===== src/rtl/mup_pkg.sv =====
// shared types and constants for the midi to usb event packer
package mup_pkg;

    // parser phases
    typedef enum logic [2:0] {
        PH_IDLE  = 3'd0,
        PH_ONE   = 3'd1,
        PH_D1    = 3'd2,
        PH_D2    = 3'd3,
        PH_SYSEX = 3'd4
    } t_phase;

    // input command codes
    localparam logic CMD_BYTE  = 1'b0;
    localparam logic CMD_DRAIN = 1'b1;

    // status bytes and status nibbles
    localparam logic [7:0] ST_SYSEX = 8'hF0;
    localparam logic [7:0] ST_MTC   = 8'hF1;
    localparam logic [7:0] ST_SPP   = 8'hF2;
    localparam logic [7:0] ST_SONG  = 8'hF3;
    localparam logic [7:0] ST_EOX   = 8'hF7;
    localparam logic [7:0] ST_RESET = 8'hFF;

    localparam logic [3:0] NIB_NOTE_OFF = 4'h8;
    localparam logic [3:0] NIB_NOTE_ON  = 4'h9;
    localparam logic [3:0] NIB_POLY_AT  = 4'hA;
    localparam logic [3:0] NIB_CTRL     = 4'hB;
    localparam logic [3:0] NIB_PROG     = 4'hC;
    localparam logic [3:0] NIB_CHAN_AT  = 4'hD;
    localparam logic [3:0] NIB_BEND     = 4'hE;
    localparam logic [3:0] NIB_SYSTEM   = 4'hF;

    // queue between parser and serializer
    localparam int QDEPTH = 4;
    localparam int QAW    = 2;
    localparam int QCW    = 3;

    typedef struct packed {
        logic       cmd;
        logic [7:0] midi_byte;
    } t_in_item;

    typedef struct packed {
        logic [7:0] usb_byte;
        logic       last_of_run;
        logic       discard_buffer;
    } t_out_item;

    // one queued job: a single byte or a four byte event, first byte in bytes[3]
    typedef struct packed {
        logic            discard;
        logic            four;
        logic [3:0][7:0] bytes;
    } t_job;

endpackage


===== src/rtl/midi_to_usb_event_packer.sv =====
// top level of the midi to usb event packer
//
// input channel: i_valid / o_ready with i_item {cmd, midi_byte}; cmd set means
// the downstream buffer was drained and the fill count goes back to zero
// output channel: o_valid / i_ready with o_item {usb_byte, last_of_run,
// discard_buffer}; one usb byte per beat, last_of_run marks the final beat
// caused by one input beat
// a complete message gives four beats (code, status, data, data or zero), a
// sysex byte gives one beat, each while the fill count leaves room; system
// reset gives one discard beat; beats pass through the job queue and then
// the output register; throughput: one beat per cycle while jobs wait and
// i_ready is high, set by the serializer; a four entry job queue lets the
// parser keep taking input beats while the serializer works; o_ready drops
// only when the queue is full
// when the receiver stalls the output register holds its beat, the queue
// fills and then the input side stalls too; nothing is lost
// reset (synchronous, active low) returns the parser to idle, clears the
// fill count and empties the queue
module midi_to_usb_event_packer import mup_pkg::*; #(
    parameter int BUFFER_BYTES = 64
) (
    input  logic      i_clk,
    input  logic      i_rst_n,
    input  logic      i_valid,
    output logic      o_ready,
    input  t_in_item  i_item,
    output logic      o_valid,
    input  logic      i_ready,
    output t_out_item o_item
);

    // parser to queue
    logic q_push;
    t_job q_job;
    logic q_full;

    // queue to serializer
    logic q_pop;
    logic q_empty;
    t_job q_head;

    mup_front #(
        .BUFFER_BYTES(BUFFER_BYTES)
    ) u_front (
        .i_clk    (i_clk),
        .i_rst_n  (i_rst_n),
        .i_valid  (i_valid),
        .i_item   (i_item),
        .i_q_full (q_full),
        .o_ready  (o_ready),
        .o_push   (q_push),
        .o_job    (q_job)
    );

    mup_queue u_queue (
        .i_clk   (i_clk),
        .i_rst_n (i_rst_n),
        .i_push  (q_push),
        .i_job   (q_job),
        .i_pop   (q_pop),
        .o_full  (q_full),
        .o_empty (q_empty),
        .o_head  (q_head)
    );

    // serializer owns the output register
    mup_back u_back (
        .i_clk   (i_clk),
        .i_rst_n (i_rst_n),
        .i_empty (q_empty),
        .i_head  (q_head),
        .o_pop   (q_pop),
        .i_ready (i_ready),
        .o_valid (o_valid),
        .o_item  (o_item)
    );

endmodule


===== src/rtl/mup_front.sv =====
// parser: accepts midi bytes, tracks fill count, builds jobs
module mup_front import mup_pkg::*; #(
    parameter int BUFFER_BYTES = 64
) (
    input  logic     i_clk,
    input  logic     i_rst_n,
    input  logic     i_valid,
    input  t_in_item i_item,
    input  logic     i_q_full,
    output logic     o_ready,
    output logic     o_push,
    output t_job     o_job
);

    localparam int FW = $clog2(BUFFER_BYTES + 1);
    localparam logic [FW-1:0] FILL_MAX  = FW'(BUFFER_BYTES);
    localparam logic [FW-1:0] FILL_PKT  = FW'(BUFFER_BYTES - 4);

    t_phase        r_phase,  n_phase;
    logic [7:0]    r_status, n_status;
    logic [3:0]    r_code,   n_code;
    logic [7:0]    r_first,  n_first;
    logic [FW-1:0] r_fill,   n_fill;
    logic          emit;
    t_job          job;
    logic          accept;
    logic [7:0]    b;

    assign o_ready = !i_q_full;
    assign accept  = i_valid && o_ready;
    assign b       = i_item.midi_byte;
    assign o_push  = accept && emit;
    assign o_job   = job;

    always_comb begin
        n_phase  = r_phase;
        n_status = r_status;
        n_code   = r_code;
        n_first  = r_first;
        n_fill   = r_fill;
        emit     = 1'b0;
        job      = '0;
        if (i_item.cmd == CMD_DRAIN) begin
            n_fill = '0;
        end else if (b == ST_RESET) begin
            n_fill      = '0;
            n_phase     = PH_IDLE;
            emit        = 1'b1;
            job.discard = 1'b1;
        end else begin
            case (r_phase)
                PH_D1: begin
                    n_first = b;
                    n_phase = PH_D2;
                end
                PH_D2: begin
                    n_phase = PH_IDLE;
                    if (r_fill <= FILL_PKT) begin
                        emit      = 1'b1;
                        job.four  = 1'b1;
                        job.bytes = {{4'h0, r_code}, r_status, r_first, b};
                        n_fill    = r_fill + FW'(4);
                    end
                end
                PH_ONE: begin
                    n_phase = PH_IDLE;
                    n_first = b;
                    if (r_fill <= FILL_PKT) begin
                        emit      = 1'b1;
                        job.four  = 1'b1;
                        job.bytes = {{4'h0, r_code}, r_status, b, 8'h00};
                        n_fill    = r_fill + FW'(4);
                    end
                end
                PH_SYSEX: begin
                    if (r_fill < FILL_MAX) begin
                        emit         = 1'b1;
                        job.bytes[3] = b;
                        n_fill       = r_fill + FW'(1);
                    end
                    if (b == ST_EOX) begin
                        n_phase = PH_IDLE;
                    end
                end
                default: begin
                    n_phase = PH_IDLE;
                    case (b[7:4])
                        NIB_NOTE_OFF, NIB_NOTE_ON, NIB_POLY_AT, NIB_CTRL, NIB_BEND: begin
                            n_code   = b[7:4];
                            n_status = b;
                            n_phase  = PH_D1;
                        end
                        NIB_PROG, NIB_CHAN_AT: begin
                            n_code   = b[7:4];
                            n_status = b;
                            n_phase  = PH_ONE;
                        end
                        NIB_SYSTEM: begin
                            if (b == ST_SYSEX) begin
                                n_code   = 4'h0;
                                n_status = b;
                                n_phase  = PH_SYSEX;
                                if (r_fill < FILL_MAX) begin
                                    emit         = 1'b1;
                                    job.bytes[3] = b;
                                    n_fill       = r_fill + FW'(1);
                                end
                            end else if (b == ST_MTC || b == ST_SONG) begin
                                n_code   = 4'h0;
                                n_status = b;
                                n_phase  = PH_ONE;
                            end else if (b == ST_SPP) begin
                                n_code   = 4'h0;
                                n_status = b;
                                n_phase  = PH_D1;
                            end
                        end
                        default: begin
                            n_phase = PH_IDLE;
                        end
                    endcase
                end
            endcase
        end
    end

    always_ff @(posedge i_clk) begin
        if (!i_rst_n) begin
            r_phase  <= PH_IDLE;
            r_status <= '0;
            r_code   <= '0;
            r_first  <= '0;
            r_fill   <= '0;
        end else if (accept) begin
            r_phase  <= n_phase;
            r_status <= n_status;
            r_code   <= n_code;
            r_first  <= n_first;
            r_fill   <= n_fill;
        end
    end

endmodule


===== src/rtl/mup_queue.sv =====
// small job queue between parser and serializer
module mup_queue import mup_pkg::*; (
    input  logic i_clk,
    input  logic i_rst_n,
    input  logic i_push,
    input  t_job i_job,
    input  logic i_pop,
    output logic o_full,
    output logic o_empty,
    output t_job o_head
);

    t_job           r_mem [QDEPTH];
    logic [QAW-1:0] r_wr, r_rd;
    logic [QCW-1:0] r_cnt;

    assign o_full  = (r_cnt == QCW'(QDEPTH));
    assign o_empty = (r_cnt == '0);
    assign o_head  = r_mem[r_rd];

    always_ff @(posedge i_clk) begin
        if (i_push) begin
            r_mem[r_wr] <= i_job;
        end
    end

    always_ff @(posedge i_clk) begin
        if (!i_rst_n) begin
            r_wr  <= '0;
            r_rd  <= '0;
            r_cnt <= '0;
        end else begin
            if (i_push) begin
                r_wr <= r_wr + QAW'(1);
            end
            if (i_pop) begin
                r_rd <= r_rd + QAW'(1);
            end
            case ({i_push, i_pop})
                2'b10:   r_cnt <= r_cnt + QCW'(1);
                2'b01:   r_cnt <= r_cnt - QCW'(1);
                default: r_cnt <= r_cnt;
            endcase
        end
    end

endmodule


===== src/rtl/mup_back.sv =====
// serializer: walks the head job one byte per beat into the output register
module mup_back import mup_pkg::*; (
    input  logic      i_clk,
    input  logic      i_rst_n,
    input  logic      i_empty,
    input  t_job      i_head,
    output logic      o_pop,
    input  logic      i_ready,
    output logic      o_valid,
    output t_out_item o_item
);

    logic [1:0] r_idx;
    logic       r_valid;
    t_out_item  r_item;
    logic       load;
    logic       last;
    t_out_item  n_item;

    assign load  = !i_empty && (!r_valid || i_ready);
    assign last  = !i_head.four || (r_idx == 2'd3);
    assign o_pop = load && last;

    always_comb begin
        n_item.usb_byte       = i_head.bytes[2'd3 - r_idx];
        n_item.last_of_run    = last;
        n_item.discard_buffer = i_head.discard;
    end

    always_ff @(posedge i_clk) begin
        if (!i_rst_n) begin
            r_idx   <= '0;
            r_valid <= 1'b0;
        end else begin
            if (load) begin
                r_valid <= 1'b1;
                r_idx   <= last ? 2'd0 : r_idx + 2'd1;
            end else if (i_ready) begin
                r_valid <= 1'b0;
            end
        end
    end

    always_ff @(posedge i_clk) begin
        if (load) begin
            r_item <= n_item;
        end
    end

    assign o_valid = r_valid;
    assign o_item  = r_item;

endmodule


===== config.mk =====
export PLATFORM = sky130hd
export DESIGN_NAME = midi_to_usb_event_packer
export DESIGN_NICKNAME = d
export VERILOG_FILES = /design/src/rtl/mup_pkg.sv /design/src/rtl/midi_to_usb_event_packer.sv /design/src/rtl/mup_front.sv /design/src/rtl/mup_queue.sv /design/src/rtl/mup_back.sv
export SDC_FILE = /design/constraint.sdc
export NUM_CORES = 1
export LEC_CHECK = 0
export ABC_AREA = 0
export BUFFER_PORTS_ARGS = -buffer_cell sky130_fd_sc_hd__buf_4
export CORE_MARGIN = 5
export CORE_UTILIZATION = 51
export DETAILED_ROUTE_END_ITERATION = 6
export GPL_ROUTABILITY_DRIVEN = 0
export GPL_TIMING_DRIVEN = 0
export PLACE_DENSITY = 0.76
export SYNTH_ARGS = -nofsm -noshare
export SYNTH_HDL_FRONTEND = slang
export SYNTH_SLANG_ARGS = --single-unit

===== constraint.sdc =====
create_clock -name i_clk -period 6.12 [get_ports i_clk]
set_input_delay 0.612 -clock i_clk [delete_from_list [all_inputs] [get_ports i_clk]]
set_output_delay 0.612 -clock i_clk [all_outputs]
set_load 0.02 [all_outputs]

==> results.ini <==
[status]
status = complete, no violations

[drt]
ant_nets = 0
via_per_inst = 6.04
drc_errors = 0
finalWirelength_um = 16000
drtIter0Drc = 586
dr_total_vias = 4495
first_pass_iters = 4
wl_per_cell_um = 21.5

[logic_synthesis]
yosysWarningCount = 0
synth_area_um2 = 7860
synth.top_cells.by_count = edfxtp_1 (146), dfxtp_1 (42), mux4_2 (42), nor2_1 (42), mux2i_1 (26)
syn-mean-instance-area_um2 = 15.7
ys_seq_area_frac = 0.665
yosys_most_used_dff = edfxtp_1
synth_area_leader_cell = edfxtp_1
synth_area_leaders = edfxtp_1 (56%), mux4_2 (12%), dfxtp_1 (11%)
synth_edf_count = 146
synth_cell_types = 51
async_flop_share = 0
syn_inst = 500
synth_most_common_cell = edfxtp_1
synth_seq_cells = 188
synth_fp_nets = 522
synth_top_area_share = 0.558

[clock_network]
cts_hold_buffers = 0
cts_buffers = 17
cts_resized = 0
h-tree-depth = 4
post_cts_buffers = 0
path_clk_slew_ns = 0.07
root_buffer = clkbuf_16
insertion_delay_ns = 0.43
cts_sinks = 188
clk_path_buf_depth = 2
tritoncts = built

[job]
drv_cap = 0

[pwr]
seqPwrFrac = 0.532
vdd_drop_max_mv = 0.198
p_leak_nw = 2.76
p_per_area_nw_per_um2 = 288
power_frac_clock = 0.437
p_sw_mw = 0.530
switching_share = 0.206
internal_power_mw = 2.05
comb_power_share = 0.031

[floorplanning]
die-area_um2 = 18000
die_x_um = 134
core_area_um2 = 15100
num_io_pins = 25
start_util = 0.519
placementRows = 45
die_y_um = 134

[timing]
fin_skew_ns = 0.00666
rsz0062_at_grt = false
period_minus_slack_ns = 3.33
relSlewSlack = 0.234
hold_slack_ns = 0.450
hold_violations = 0
max_freq_mhz = 301
worst_pin_slew_ns = 1.13
fin_tns_setup_ns = 0
fin_crit_sh = 0.544
drv_slew = 0
setup_violations = 0

[global_routing]
grt_pass1_wl_um = 25300
grt_use_total = 0.188
grt_antenna_before_repair = 0
grt_pass1_vias = 4626
grt_max_degree = 33
overflow = 0

[worst_setup_path]
arrival_ns = 3.69
path_cells = ha_1 > nor3b_1 > o211a_1 > a31oi_1 > a21oi_1 > inv_1 > ha_1 > fa_1 > xnor2_1 > or3_1 > a21oi_1
worstPathRequired_ns = 6.48
critical-path-max-stage-delay_ns = 0.50
cp_slowest_cell = a21oi_1
setup.worst_path.end_class = flip-flop
crit_path_start_kind = flip-flop
cp_max_fo = 7
r2r_slack_ns = 2.79
criticalPathCategory = reg -> reg

[cells_and_area]
fin_nets = 565
area_growth_pct = 13.8
diodes = 0
fin_area_um2 = 8950
drive_gt1_frac = 0.216

[placed_design]
portBuffers = 20
placed_area_um2 = 8330
dp_hpwl_um = 10400

[worst_hold_path]
hold_class = in -> reg

[cell type report]
type	instances	area, um2
buffer	31	160
clock inverter	15	189
inverter	10	37.5
tap	188	235
multi-input combinational	271	2440
sequential	188	5230
clock buffer	17	425
fill	1081	6200
timing repair buffer	24	230
[metrics by stage]
stage / instances / worst slack [ns] / power [mW] / utilization
after floorplan: 500 / 2.99 / 1.45 / -
after global placement: 708 / 2.15 / 1.47 / 0.545
after detailed placement: 712 / 2.58 / 1.48 / 0.550
after CTS: 744 / 2.81 / 2.59 / 0.591
after global routing: 744 / 2.56 / 2.65 / 0.591
final: 744 / 2.79 / 2.58 / 0.591
[power groups by stage]
stage | clock network, mW | registers, mW | logic (mW)
after CTS | 1.14 | 1.37 | 0.0792
after global placement | 0 | 1.40 | 0.0753
after global routing | 1.20 | 1.37 | 0.0869
after floorplan | 0 | 1.40 | 0.0526
final | 1.13 | 1.37 | 0.0802
after detailed placement | 0 | 1.40 | 0.0785
[placed cells by master (no fill, tap or decap), types with 17 or more instances in the layout]
cell type and n:
a21oi_1 17, and3_1 19, buf_4 21, clkbuf_16 17
dfxtp_1 42, edfxtp_1 146, mux2i_1 26, mux4_2 42
nand2_1 19, nor2_1 42
[metal layers]
layer	GRT usage	wire length (um)	up-vias
li1	-	-	2035
met1	0.244	6670	2269
met2	0.321	8170	162
met3	0.0360	835	29
met4	0.0639	318	0
met5	0	0	-
[critical path, delay by kind of cell, from the launching register on]
family / cells / cell delay [ns]
flops: 1 / 0.44
compound gates: 4 / 1.12
simple gates: 2 / 0.51
buf+inv: 1 / 0.10
fa+ha+maj: 3 / 0.93
xor+xnor: 1 / 0.15
[kinds of logic after synthesis]
family,Yosys count,synth area share
flops,188,0.665
simple gates,135,0.0909
xor+xnor,6,0.00668
mux,68,0.153
fa+ha+maj,9,0.0153
buf+inv,41,0.0251
compound gates,53,0.0441
[flip-flops by register name, summed over array words and instances, names as in the netlist, named ones only]
| register | flops |
|---|---|
| u_queue.r_cnt | 3 |
| u_front.r_phase | 3 |
| u_queue.r_rd | 2 |
| u_queue.r_mem | 136 |
| u_front.r_fill | 7 |
| u_back.r_idx | 2 |
| u_back.o_item | 10 |
| u_back.o_valid | 1 |
| u_front.r_code | 4 |
| u_queue.r_wr | 2 |
| u_front.r_status | 8 |
| u_front.r_first | 8 |
[final timing paths]
kind,from,endpoint,depth (start not counted)
hold reg to reg,u_front.r_status[7],u_front.r_status[7],2
setup reg to reg,u_front.r_fill[2],u_queue.r_cnt[2],11
hold / removal,i_ready,u_back.o_valid,4
setup / recovery,u_front.r_fill[2],u_queue.r_cnt[2],11
No activity file was read; power rests on OpenSTA's default activity.
